$ cat config.mk
export PLATFORM = sky130hd
export DESIGN_NAME = infix_expression_evaluator_unit_flat
export DESIGN_NICKNAME = d
export VERILOG_FILES = /design/src/hdl/iee_pkg.sv /design/src/hdl/iee_in_if.sv /design/src/hdl/iee_out_if.sv /design/src/hdl/iee_ram.sv /design/src/hdl/iee_alu.sv /design/src/hdl/infix_expression_evaluator_unit.sv /design/src/flat_wrapper.sv
export VERILOG_INCLUDE_DIRS = /design/src /design/src/hdl
export SDC_FILE = /design/constraint.sdc
export NUM_CORES = 2
export LEC_CHECK = 0
export CAP_MARGIN = 10
export CORE_ASPECT_RATIO = 2
export CORE_MARGIN = 2
export CORE_UTILIZATION = 60
export DETAILED_ROUTE_END_ITERATION = 8
export DONT_BUFFER_PORTS = 1
export PLACE_DENSITY_LB_ADDON = 0.1
export SLEW_MARGIN = 20
export SYNTH_ARGS = -nofsm -noshare
export SYNTH_HDL_FRONTEND = slang
export SYNTH_SLANG_ARGS = --single-unit
export TNS_END_PERCENT = 30
$ cat constraint.sdc
create_clock -name clk -period 17.5 [get_ports clk]
set_clock_uncertainty 0.1 [all_clocks]
set_input_delay 1.75 -clock clk [delete_from_list [all_inputs] [get_ports clk]]
set_output_delay 1.75 -clock clk [all_outputs]
set_load 0.03 [all_outputs]
$ cat src/hdl/infix_expression_evaluator_unit_defines.svh
// ---------------------------------------------------------------------------
// infix expression evaluator assertion macros
// shared property wrappers for the evaluator rtl
// ---------------------------------------------------------------------------
`ifndef INFIX_EXPRESSION_EVALUATOR_UNIT_DEFINES_SVH
`define INFIX_EXPRESSION_EVALUATOR_UNIT_DEFINES_SVH

`ifndef NO_ASSERTIONS
// same-cycle implication, disabled during reset
`define IEE_ASSERT_IMPLY(label, clk, rst, a, c) \
  label: assert property (@(posedge clk) disable iff (rst) (a) |-> (c)) \
    else $error("assertion failed: %m");
// next-cycle implication, disabled during reset
`define IEE_ASSERT_NEXT(label, clk, rst, a, c) \
  label: assert property (@(posedge clk) disable iff (rst) (a) |=> (c)) \
    else $error("assertion failed: %m");
`else
`define IEE_ASSERT_IMPLY(label, clk, rst, a, c)
`define IEE_ASSERT_NEXT(label, clk, rst, a, c)
`endif

`endif

$ cat src/hdl/iee_pkg.sv
// ---------------------------------------------------------------------------
// iee_pkg
// shared codes, types and helpers of the infix expression evaluator
// ---------------------------------------------------------------------------
`default_nettype none

package iee_pkg;

  localparam int DEF_STACK_DEPTH = 32;
  localparam int DEF_VALUE_WIDTH = 32;

  localparam int CMD_W    = 2;
  localparam int NUM_W    = 31;
  localparam int OP_W     = 3;
  localparam int RESULT_W = 32;
  localparam int STATUS_W = 3;

  // token kinds
  localparam logic [CMD_W-1:0] CMD_NUM = 2'd0;
  localparam logic [CMD_W-1:0] CMD_OP  = 2'd1;
  localparam logic [CMD_W-1:0] CMD_END = 2'd2;

  // operator codes
  localparam logic [OP_W-1:0] OP_ADD   = 3'd0;
  localparam logic [OP_W-1:0] OP_SUB   = 3'd1;
  localparam logic [OP_W-1:0] OP_MUL   = 3'd2;
  localparam logic [OP_W-1:0] OP_DIV   = 3'd3;
  localparam logic [OP_W-1:0] OP_MOD   = 3'd4;
  localparam logic [OP_W-1:0] OP_OPEN  = 3'd5;
  localparam logic [OP_W-1:0] OP_CLOSE = 3'd6;

  // status codes
  localparam logic [STATUS_W-1:0] ST_OK       = 3'd0;
  localparam logic [STATUS_W-1:0] ST_PAREN    = 3'd1;
  localparam logic [STATUS_W-1:0] ST_LEFTOVER = 3'd2;
  localparam logic [STATUS_W-1:0] ST_UNDER    = 3'd3;
  localparam logic [STATUS_W-1:0] ST_OVER     = 3'd4;
  localparam logic [STATUS_W-1:0] ST_DIVZERO  = 3'd5;

  typedef enum logic [3:0] {
    S_IDLE,
    S_OP_RD,
    S_OP_WT,
    S_VB_RD,
    S_VA_RD,
    S_VA_LAT,
    S_ALU,
    S_FIN_RD,
    S_FIN_WT
  } seq_state_t;

  typedef enum logic [1:0] {
    A_IDLE,
    A_MUL,
    A_DIV
  } alu_state_t;

  typedef struct packed {
    logic            start;
    logic [OP_W-1:0] op;
  } alu_req_t;

  typedef struct packed {
    logic done;
    logic divzero;
  } alu_rsp_t;

  // first error wins
  function automatic logic [STATUS_W-1:0] note_err(input logic [STATUS_W-1:0] cur,
                                                   input logic [STATUS_W-1:0] code);
    return (cur == ST_OK) ? code : cur;
  endfunction

endpackage

`default_nettype wire

$ cat src/hdl/iee_in_if.sv
// ---------------------------------------------------------------------------
// iee_in_if
// token channel: valid, ready and one token
// ---------------------------------------------------------------------------
`default_nettype none

interface iee_in_if;
  import iee_pkg::*;

  logic             valid;
  logic             ready;
  logic [CMD_W-1:0] cmd;
  logic [NUM_W-1:0] number_value;
  logic [OP_W-1:0]  op_code;

  modport source (output valid, output cmd, output number_value, output op_code,
                  input ready);
  modport sink   (input valid, input cmd, input number_value, input op_code,
                  output ready);
endinterface

`default_nettype wire

$ cat src/hdl/iee_out_if.sv
// ---------------------------------------------------------------------------
// iee_out_if
// result channel: valid, ready, value and status
// ---------------------------------------------------------------------------
`default_nettype none

interface iee_out_if;
  import iee_pkg::*;

  logic                       valid;
  logic                       ready;
  logic signed [RESULT_W-1:0] result;
  logic [STATUS_W-1:0]        status;

  modport source (output valid, output result, output status, input ready);
  modport sink   (input valid, input result, input status, output ready);
endinterface

`default_nettype wire

$ cat src/hdl/iee_ram.sv
// ---------------------------------------------------------------------------
// iee_ram
// generic single-write, single-read ram with registered read data
// ---------------------------------------------------------------------------
`default_nettype none

module iee_ram #(
  parameter int WIDTH = 32,
  parameter int DEPTH = 32
) (
  input  wire logic                     clk,
  input  wire logic                     we,
  input  wire logic [$clog2(DEPTH)-1:0] waddr,
  input  wire logic [WIDTH-1:0]         wdata,
  input  wire logic [$clog2(DEPTH)-1:0] raddr,
  output logic      [WIDTH-1:0]         rdata
);

  logic [WIDTH-1:0] mem [DEPTH];

  always_ff @(posedge clk) begin
    if (we) begin
      mem[waddr] <= wdata;
    end
    rdata <= mem[raddr];
  end

endmodule

`default_nettype wire

$ cat src/hdl/iee_alu.sv
// ---------------------------------------------------------------------------
// iee_alu
// shared arithmetic unit: registered add/sub, shift-add multiply and
// restoring divide or modulo one bit per cycle
// ---------------------------------------------------------------------------
`default_nettype none

module iee_alu #(
  parameter int VALUE_WIDTH = iee_pkg::DEF_VALUE_WIDTH
) (
  input  wire logic                   clk,
  input  wire logic                   rst,
  input  wire iee_pkg::alu_req_t      req,
  input  wire logic [VALUE_WIDTH-1:0] a,
  input  wire logic [VALUE_WIDTH-1:0] b,
  output iee_pkg::alu_rsp_t           rsp,
  output logic      [VALUE_WIDTH-1:0] res
);
  import iee_pkg::*;

  localparam int W   = VALUE_WIDTH;
  localparam int CW  = $clog2(W);

  alu_state_t     state, state_next;
  logic [W-1:0]   acc, acc_next;
  logic [W-1:0]   mc, mc_next;
  logic [W-1:0]   quo, quo_next;
  logic [W-1:0]   rem, rem_next;
  logic [W-1:0]   dvs, dvs_next;
  logic [CW-1:0]  cnt, cnt_next;
  logic           neg_q, neg_q_next;
  logic           neg_r, neg_r_next;
  logic           is_mod, is_mod_next;
  logic [W-1:0]   res_next;
  logic           done, done_next;
  logic           dz, dz_next;

  logic [W-1:0]   ma, mb, acc_sum, q_fin, r_fin;
  logic [W:0]     rem_sh, diff;
  logic           qbit;

  always_comb begin
    state_next  = state;
    acc_next    = acc;
    mc_next     = mc;
    quo_next    = quo;
    rem_next    = rem;
    dvs_next    = dvs;
    cnt_next    = cnt;
    neg_q_next  = neg_q;
    neg_r_next  = neg_r;
    is_mod_next = is_mod;
    res_next    = res;
    done_next   = 1'b0;
    dz_next     = 1'b0;

    ma      = a[W-1] ? (W'(0) - a) : a;
    mb      = b[W-1] ? (W'(0) - b) : b;
    acc_sum = acc + (quo[0] ? mc : W'(0));
    rem_sh  = {rem, quo[W-1]};
    diff    = rem_sh - {1'b0, dvs};
    qbit    = !diff[W];
    q_fin   = {quo[W-2:0], qbit};
    r_fin   = qbit ? diff[W-1:0] : rem_sh[W-1:0];

    case (state)
      A_IDLE: begin
        if (req.start) begin
          case (req.op)
            OP_ADD: begin
              res_next  = a + b;
              done_next = 1'b1;
            end
            OP_SUB: begin
              res_next  = a - b;
              done_next = 1'b1;
            end
            OP_MUL: begin
              // multiplier bits shift through quo
              acc_next   = '0;
              mc_next    = a;
              quo_next   = b;
              cnt_next   = CW'(W - 1);
              state_next = A_MUL;
            end
            default: begin
              if (mb == '0) begin
                res_next  = '0;
                dz_next   = 1'b1;
                done_next = 1'b1;
              end else begin
                quo_next    = ma;
                rem_next    = '0;
                dvs_next    = mb;
                neg_q_next  = a[W-1] ^ b[W-1];
                neg_r_next  = a[W-1];
                is_mod_next = (req.op == OP_MOD);
                cnt_next    = CW'(W - 1);
                state_next  = A_DIV;
              end
            end
          endcase
        end
      end
      A_MUL: begin
        acc_next = acc_sum;
        mc_next  = {mc[W-2:0], 1'b0};
        quo_next = {1'b0, quo[W-1:1]};
        cnt_next = cnt - CW'(1);
        if (cnt == '0) begin
          res_next   = acc_sum;
          done_next  = 1'b1;
          state_next = A_IDLE;
        end
      end
      A_DIV: begin
        rem_next = r_fin;
        quo_next = q_fin;
        cnt_next = cnt - CW'(1);
        if (cnt == '0) begin
          if (is_mod) begin
            res_next = neg_r ? (W'(0) - r_fin) : r_fin;
          end else begin
            res_next = neg_q ? (W'(0) - q_fin) : q_fin;
          end
          done_next  = 1'b1;
          state_next = A_IDLE;
        end
      end
      default: state_next = A_IDLE;
    endcase
  end

  always_ff @(posedge clk) begin
    if (rst) begin
      state <= A_IDLE;
      done  <= 1'b0;
      dz    <= 1'b0;
    end else begin
      state <= state_next;
      done  <= done_next;
      dz    <= dz_next;
    end
    acc    <= acc_next;
    mc     <= mc_next;
    quo    <= quo_next;
    rem    <= rem_next;
    dvs    <= dvs_next;
    cnt    <= cnt_next;
    neg_q  <= neg_q_next;
    neg_r  <= neg_r_next;
    is_mod <= is_mod_next;
    res    <= res_next;
  end

  assign rsp.done    = done;
  assign rsp.divzero = dz;

endmodule

`default_nettype wire

$ cat src/hdl/infix_expression_evaluator_unit.sv
// ---------------------------------------------------------------------------
// infix_expression_evaluator_unit
// two-stack infix evaluator: tokens in, one value and status per expression
// ---------------------------------------------------------------------------
// usage
//   tok: token channel (cmd, number_value, op_code), transfer on valid & ready
//   res: result channel (result, status), transfer on valid & ready
//   a number or an open paren is taken straight from idle and ready stays high
//   other operators walk the operator stack, reading its top entry, and each
//   add/sub, multiply, divide or modulo reduction runs through one shared
//   arithmetic unit
//   end of expression reduces everything, then reads the single value
//   and loads the output register
//   ready is low while a token is being worked on
//   the result register holds while the receiver stalls; new tokens are still
//   taken, and only a second end of expression waits for the old transfer
//   reset (rst, synchronous) empties both stacks and clears the error code;
//   stack contents need no clearing since nothing above a count is read
//   errors are sticky and reported only with the end result
// ---------------------------------------------------------------------------
`default_nettype none
`include "infix_expression_evaluator_unit_defines.svh"

module infix_expression_evaluator_unit #(
  parameter int STACK_DEPTH = iee_pkg::DEF_STACK_DEPTH,
  parameter int VALUE_WIDTH = iee_pkg::DEF_VALUE_WIDTH
) (
  input wire logic clk,
  input wire logic rst,
  iee_in_if.sink   tok,
  iee_out_if.source res
);
  import iee_pkg::*;

  localparam int W      = VALUE_WIDTH;
  localparam int CNT_W  = $clog2(STACK_DEPTH + 1);
  localparam int ADDR_W = $clog2(STACK_DEPTH);

  // sequencer state and stack counts
  seq_state_t           state, state_next;
  logic [CNT_W-1:0]     ocnt, ocnt_next;
  logic [CNT_W-1:0]     vcnt, vcnt_next;
  logic [STATUS_W-1:0]  err, err_next;
  logic [OP_W-1:0]      tok_op, tok_op_next;
  logic                 tok_end, tok_end_next;
  logic [W-1:0]         b_reg, b_reg_next;

  // output register
  logic                       out_valid, out_valid_next;
  logic signed [RESULT_W-1:0] out_result, out_result_next;
  logic [STATUS_W-1:0]        out_status, out_status_next;

  // stack memories
  logic              o_we, v_we;
  logic [ADDR_W-1:0] o_waddr, o_raddr, v_waddr, v_raddr;
  logic [OP_W-1:0]   o_wdata, o_rdata;
  logic [W-1:0]      v_wdata, v_rdata;

  // arithmetic unit
  alu_req_t     alu_req;
  alu_rsp_t     alu_rsp;
  logic [W-1:0] alu_res;

  logic [CNT_W-1:0]    ocnt_m1, vcnt_m1, vcnt_m2;
  logic                tok_fire, fin_fire, reduce;
  logic [STATUS_W-1:0] fin_err;

  assign ocnt_m1  = ocnt - CNT_W'(1);
  assign vcnt_m1  = vcnt - CNT_W'(1);
  assign vcnt_m2  = vcnt - CNT_W'(2);
  assign tok_fire = tok.valid && tok.ready;
  assign fin_fire = (state == S_FIN_WT) && (!out_valid || res.ready);

  // final status folds in the value count check
  always_comb begin
    fin_err = err;
    if (vcnt == '0) begin
      fin_err = note_err(err, ST_UNDER);
    end else if (vcnt > CNT_W'(1)) begin
      fin_err = note_err(err, ST_LEFTOVER);
    end
  end

  // does the operator on top have to be reduced before this token
  always_comb begin
    if (tok_end) begin
      reduce = 1'b1;
    end else begin
      case (tok_op)
        OP_ADD, OP_SUB: reduce = (o_rdata <= OP_MOD);
        OP_CLOSE:       reduce = (o_rdata != OP_OPEN);
        default:        reduce = (o_rdata == OP_MUL) || (o_rdata == OP_DIV) ||
                                 (o_rdata == OP_MOD);
      endcase
    end
  end

  always_comb begin
    state_next      = state;
    ocnt_next       = ocnt;
    vcnt_next       = vcnt;
    err_next        = err;
    tok_op_next     = tok_op;
    tok_end_next    = tok_end;
    b_reg_next      = b_reg;
    out_valid_next  = out_valid && !res.ready;
    out_result_next = out_result;
    out_status_next = out_status;

    o_we    = 1'b0;
    o_waddr = ocnt[ADDR_W-1:0];
    o_wdata = tok_op;
    o_raddr = ocnt_m1[ADDR_W-1:0];
    v_we    = 1'b0;
    v_waddr = vcnt[ADDR_W-1:0];
    v_wdata = W'(tok.number_value);
    v_raddr = vcnt_m1[ADDR_W-1:0];

    alu_req.start = 1'b0;
    alu_req.op    = o_rdata;

    case (state)
      S_IDLE: begin
        if (tok_fire) begin
          case (tok.cmd)
            CMD_NUM: begin
              if (vcnt >= CNT_W'(STACK_DEPTH)) begin
                err_next = note_err(err, ST_OVER);
              end else begin
                v_we      = 1'b1;
                vcnt_next = vcnt + CNT_W'(1);
              end
            end
            CMD_OP: begin
              if (tok.op_code == OP_OPEN) begin
                o_wdata = tok.op_code;
                if (ocnt >= CNT_W'(STACK_DEPTH)) begin
                  err_next = note_err(err, ST_OVER);
                end else begin
                  o_we      = 1'b1;
                  ocnt_next = ocnt + CNT_W'(1);
                end
              end else if (tok.op_code <= OP_MOD || tok.op_code == OP_CLOSE) begin
                tok_op_next  = tok.op_code;
                tok_end_next = 1'b0;
                state_next   = S_OP_RD;
              end
            end
            CMD_END: begin
              tok_end_next = 1'b1;
              state_next   = S_OP_RD;
            end
            default: ;
          endcase
        end
      end
      S_OP_RD: begin
        // read address of the top entry is already on the port
        if (ocnt == '0) begin
          if (tok_end) begin
            state_next = S_FIN_RD;
          end else if (tok_op == OP_CLOSE) begin
            err_next   = note_err(err, ST_PAREN);
            state_next = S_IDLE;
          end else begin
            o_we       = 1'b1;
            ocnt_next  = ocnt + CNT_W'(1);
            state_next = S_IDLE;
          end
        end else begin
          state_next = S_OP_WT;
        end
      end
      S_OP_WT: begin
        if (!tok_end && tok_op == OP_CLOSE && o_rdata == OP_OPEN) begin
          // matching open paren is dropped
          ocnt_next  = ocnt_m1;
          state_next = S_IDLE;
        end else if (reduce) begin
          ocnt_next = ocnt_m1;
          if (o_rdata == OP_OPEN) begin
            state_next = S_OP_RD;
          end else if (vcnt < CNT_W'(2)) begin
            err_next   = note_err(err, ST_UNDER);
            state_next = S_OP_RD;
          end else begin
            state_next = S_VB_RD;
          end
        end else begin
          if (ocnt >= CNT_W'(STACK_DEPTH)) begin
            err_next = note_err(err, ST_OVER);
          end else begin
            o_we      = 1'b1;
            ocnt_next = ocnt + CNT_W'(1);
          end
          state_next = S_IDLE;
        end
      end
      S_VB_RD: begin
        // operator entry just above the count still holds the popped op
        o_raddr    = ocnt[ADDR_W-1:0];
        v_raddr    = vcnt_m1[ADDR_W-1:0];
        state_next = S_VA_RD;
      end
      S_VA_RD: begin
        o_raddr    = ocnt[ADDR_W-1:0];
        b_reg_next = v_rdata;
        v_raddr    = vcnt_m2[ADDR_W-1:0];
        state_next = S_VA_LAT;
      end
      S_VA_LAT: begin
        o_raddr       = ocnt[ADDR_W-1:0];
        alu_req.start = 1'b1;
        alu_req.op    = o_rdata;
        state_next    = S_ALU;
      end
      S_ALU: begin
        if (alu_rsp.done) begin
          v_we      = 1'b1;
          v_waddr   = vcnt_m2[ADDR_W-1:0];
          v_wdata   = alu_res;
          vcnt_next = vcnt_m1;
          if (alu_rsp.divzero) begin
            err_next = note_err(err, ST_DIVZERO);
          end
          state_next = S_OP_RD;
        end
      end
      S_FIN_RD: begin
        v_raddr    = '0;
        state_next = S_FIN_WT;
      end
      S_FIN_WT: begin
        v_raddr = '0;
        if (fin_fire) begin
          out_valid_next  = 1'b1;
          out_result_next = (fin_err == ST_OK) ? RESULT_W'(signed'(v_rdata)) : '0;
          out_status_next = fin_err;
          ocnt_next       = '0;
          vcnt_next       = '0;
          err_next        = ST_OK;
          state_next      = S_IDLE;
        end
      end
      default: state_next = S_IDLE;
    endcase
  end

  always_ff @(posedge clk) begin
    if (rst) begin
      state     <= S_IDLE;
      ocnt      <= '0;
      vcnt      <= '0;
      err       <= ST_OK;
      tok_end   <= 1'b0;
      out_valid <= 1'b0;
    end else begin
      state     <= state_next;
      ocnt      <= ocnt_next;
      vcnt      <= vcnt_next;
      err       <= err_next;
      tok_end   <= tok_end_next;
      out_valid <= out_valid_next;
    end
    tok_op     <= tok_op_next;
    b_reg      <= b_reg_next;
    out_result <= out_result_next;
    out_status <= out_status_next;
  end

  assign tok.ready  = (state == S_IDLE);
  assign res.valid  = out_valid;
  assign res.result = out_result;
  assign res.status = out_status;

  iee_ram #(.WIDTH(OP_W), .DEPTH(STACK_DEPTH)) u_op_ram (
    .clk   (clk),
    .we    (o_we),
    .waddr (o_waddr),
    .wdata (o_wdata),
    .raddr (o_raddr),
    .rdata (o_rdata)
  );

  iee_ram #(.WIDTH(W), .DEPTH(STACK_DEPTH)) u_val_ram (
    .clk   (clk),
    .we    (v_we),
    .waddr (v_waddr),
    .wdata (v_wdata),
    .raddr (v_raddr),
    .rdata (v_rdata)
  );

  iee_alu #(.VALUE_WIDTH(W)) u_alu (
    .clk (clk),
    .rst (rst),
    .req (alu_req),
    .a   (v_rdata),
    .b   (b_reg),
    .rsp (alu_rsp),
    .res (alu_res)
  );

  // counts never pass the stack depth
  `IEE_ASSERT_IMPLY(a_vcnt_bound, clk, rst, 1'b1, vcnt <= CNT_W'(STACK_DEPTH))
  `IEE_ASSERT_IMPLY(a_ocnt_bound, clk, rst, 1'b1, ocnt <= CNT_W'(STACK_DEPTH))
  // the unit answers only while the sequencer waits for it
  `IEE_ASSERT_IMPLY(a_alu_done_wait, clk, rst, alu_rsp.done, state == S_ALU)
  // end of expression leaves everything empty
  `IEE_ASSERT_NEXT(a_clear_after_end, clk, rst, fin_fire,
                   vcnt == '0 && ocnt == '0 && err == ST_OK && out_valid)

endmodule

`default_nettype wire
$ cat src/flat_wrapper.sv
// flat-port wrapper written by rule: the top's interface ports become plain ports
module infix_expression_evaluator_unit_flat import iee_pkg::*;
#(
  parameter int STACK_DEPTH = iee_pkg::DEF_STACK_DEPTH,
  parameter int VALUE_WIDTH = iee_pkg::DEF_VALUE_WIDTH
)
  (clk, rst, tok_valid, tok_cmd, tok_number_value, tok_op_code, tok_ready, res_valid, res_result, res_status, res_ready);
  iee_in_if tok_i ();
  iee_out_if res_i ();
  input wire logic clk;
  input wire logic rst;
  input wire logic [$bits(tok_i.valid)-1:0] tok_valid;
  input wire logic [$bits(tok_i.cmd)-1:0] tok_cmd;
  input wire logic [$bits(tok_i.number_value)-1:0] tok_number_value;
  input wire logic [$bits(tok_i.op_code)-1:0] tok_op_code;
  output wire logic [$bits(tok_i.ready)-1:0] tok_ready;
  output wire logic [$bits(res_i.valid)-1:0] res_valid;
  output wire logic [$bits(res_i.result)-1:0] res_result;
  output wire logic [$bits(res_i.status)-1:0] res_status;
  input wire logic [$bits(res_i.ready)-1:0] res_ready;
  assign tok_i.valid = tok_valid;
  assign tok_i.cmd = tok_cmd;
  assign tok_i.number_value = tok_number_value;
  assign tok_i.op_code = tok_op_code;
  assign tok_ready = tok_i.ready;
  assign res_valid = res_i.valid;
  assign res_result = res_i.result;
  assign res_status = res_i.status;
  assign res_i.ready = res_ready;
  infix_expression_evaluator_unit #(.STACK_DEPTH(STACK_DEPTH), .VALUE_WIDTH(VALUE_WIDTH)) u_core (.clk(clk), .rst(rst), .tok(tok_i), .res(res_i));
endmodule
==> results.ini <==
[run_status]
status=finished clean

[sta]
period_needed_ns=6.66
worst_pin_slew_ns=1.30
hold_viol_final=0
slew_violations=0
max_freq_mhz=150
rsz0062_at_grt=no
min_period_over_period_pct=38.0
setup_viol=0
slew_headroom_pct=13.2
tns_ns=0
hold-worst-slack_ns=0.400

[floorplanning]
io_pins=77
fp.dieH_um=479
dieArea_um2=116000
initial_utilization_pct=60.3
rows=174
die_x_um=242
coreArea_um2=112000

[worst_setup_path]
worstPathArrival_ns=7.04
cp-end-kind=register
r2r_end=u_core.u_alu.res[28]$_DFFE_PP_
crit_fanout=40
start_kind=register
rr_worst_depth=22
required_ns=17.88
reg2reg_from=u_core.u_alu.quo[31]$_DFFE_PP_
crit_type=reg2reg
r2r_slack_ns=10.84

[pwr]
vdd_ir_drop_max_uv=91.4
power.density_nw_per_um2=114
p_leak_nw=24.3

[routing]
routedWlPerCell_um=26.9
viasPerCell=6.53
drt_iter0_markers=4553
vias=45800
drt_wl_total_um=188000
first_pass_iters=6
antenna_left=0
drc=0

[yosys]
syn-instance-count=5564
synthesis.area_um2=67800
synth_nets=5726
avgSynthCellArea_um2=12.2
synth_cell_type_count=93
synthFlopType=edfxtp_1
async_flop_share_pct=0
ys_seq_elements=1450
synth_edf_count=1390
ys_seq_area_share_pct=63.3
ys_warn_count=0

[clock_network]
cts_tree=done
cts_buffers=120
cts.sinks=1450
cts.htree.levels=3
cts.clk_slew.worst_paths_ns=0.07
post_cts_buffers=0
cts_hold_buf=0
clock_latency_ns=0.76
clockBufferDepth=3
root_buffer=clkbuf_16
cts_resized=0

[min_path]
hp-start=u_core.u_alu.state[1]$_SDFFE_PP0P_
hold_path_depth=2
hp-class=reg2reg
whs_endpoint=u_core.u_alu.state[1]$_SDFFE_PP0P_

[cells_and_area]
largestRegisters=u_core.u_val_ram.mem x1024, u_core.u_op_ram.mem x96
area_growth_pct=8.42
nNetsFinal=5577
largest_register_ffs=1024
drive_above_1_share_pct=8.12
regMostFlops=u_core.u_val_ram.mem
final_area_um2=73500
fin_util_pct=65.4

[global_route]
grt_pass1_wl_um=279000
overflow=0
grt_max_degree=187
grt_pass1_vias=45400
grt_use_total_pct=32.1
antenna_found_initial=6

[place]
placed_area_um2=69400
portBuffers=0
gp_congestion=0.956
hpwl_um=117000

[flow_run]
maxCapViolations=0

-- final cells by class --
class / count / area [um^2]
flip-flops and latches: 1450 / 42900
well taps: 1496 / 1870
fillers: 8421 / 38800
clock inverters: 76 / 826
multi-input cells: 3659 / 23500
clock buffers: 149 / 3190
repair buffers: 94 / 801
inverters: 90 / 338
diodes: 2 / 5.00
-- worst max path at each step --
stage | start | to | cells past startpoint
after detailed placement | u_core.u_alu.quo[31]$_DFFE_PP_ | u_core.u_alu.res[28]$_DFFE_PP_ | 22
after global routing | u_core.u_alu.quo[31]$_DFFE_PP_ | u_core.u_alu.res[28]$_DFFE_PP_ | 22
final | u_core.u_alu.quo[31]$_DFFE_PP_ | u_core.u_alu.res[28]$_DFFE_PP_ | 22
after floorplan | u_core.b_reg[0]$_DFFE_PN_ | u_core.u_alu.rem[0]$_SDFFCE_PN0P_ | 11
after CTS | u_core.u_alu.quo[31]$_DFFE_PP_ | u_core.u_alu.res[28]$_DFFE_PP_ | 22
after global placement | u_core.u_alu.quo[31]$_DFFE_PP_ | u_core.u_alu.res[28]$_DFFE_PP_ | 22
-- cells by family (layout without fill, tap and decap cells) --
kind of cell             Yosys count  after routing  synth area share, %
flip-flops                      1450           1450                 63.3
AO/OA/AOI/OAI                   1460           1460                 14.7
other                              0              2                    0
buffers and inverters            455            409                 2.58
XOR/XNOR                         237            237                 3.06
AND/OR/NAND/NOR                 1749           1749                 12.1
multiplexers                      91             91                 1.97
adder cells (fa/ha/maj)          122            122                 2.28
-- cells in the final DEF (no fill, tap or decap), drive strengths merged, types with 44 or more instances in the layout --
cell    count
a311oi    130
a211oi    377
nand2     810
inv        97
o21ai     165
a21oi     324
o31ai      44
xor2      101
a31oi     150
clkinv     51
and2      340
buf        94
nand3      52
nor3       64
xnor2     136
a21o       61
ha        119
edfxtp   1390
clkbuf    149
nor2      285
dfxtp      60
-- cell usage after synthesis (25+ instances only) --
cell,n,area share [%]
a211oi_1,375,4.2
a21o_1,61,0.68
a21oi_1,321,2.4
a221oi_1,41,0.53
a311oi_1,130,1.7
a31oi_1,150,1.4
and2_1,340,3.1
clkbuf_1,342,1.9
dfxtp_1,60,1.8
edfxtp_1,1390,62
ha_1,119,2.2
inv_1,87,0.48
mux2_2,34,0.56
mux2i_1,26,0.38
mux4_2,30,1.0
nand2_1,810,4.5
nand2b_1,27,0.25
nand3_1,52,0.38
nor2_1,285,1.6
nor2b_1,25,0.23
nor3_1,64,0.47
o21ai_0,157,1.2
o31ai_1,43,0.48
or3_1,34,0.31
xnor2_1,136,1.8
xor2_1,101,1.3
-- layer usage --
layer / share of wire, % / global-route usage, % / routed length, um
met4: 6.2 / 18.2 / 11600
met2: 53 / 58.7 / 99200
met5: 0 / 0 / 0
met1: 35 / 36.2 / 66900
met3: 5.7 / 3.81 / 10700
-- metrics by stage --
step	cells	power, mW	setup WS (ns)
floorplan	5564	5.16	10.55
global placement	6788	5.64	10.99
detailed placement	6788	5.65	10.92
CTS	7013	8.39	10.85
global route	7015	8.67	10.45
finish	7016	8.39	10.84
-- where the power goes --
group          internal (mW)  switching (mW)
Sequential              3.93           0.164
Clock                   1.51            1.26
Combinational          0.547           0.972
Total                   5.99            2.40
-- worst max-delay path: stages (launching register included) --
cell       delay, ns
edfxtp_1        0.46
inv_1           0.10
ha_1            0.17
inv_1           0.06
fa_1            0.44
a211oi_2        0.28
o211ai_1        0.19
and3_1          0.31
o21ai_2         0.40
o211a_1         0.50
nor2_4          0.05
inv_1           0.06
buf_4           0.42
mux2i_1         0.35
ha_1            0.32
nand2_1         0.08
a2111oi_0       0.38
a31oi_1         0.24
or3b_4          0.56
or4b_1          0.54
nand2_1         0.10
xnor2_1         0.14
o2111ai_1       0.11
No activity file was read; power rests on OpenSTA's default activity.
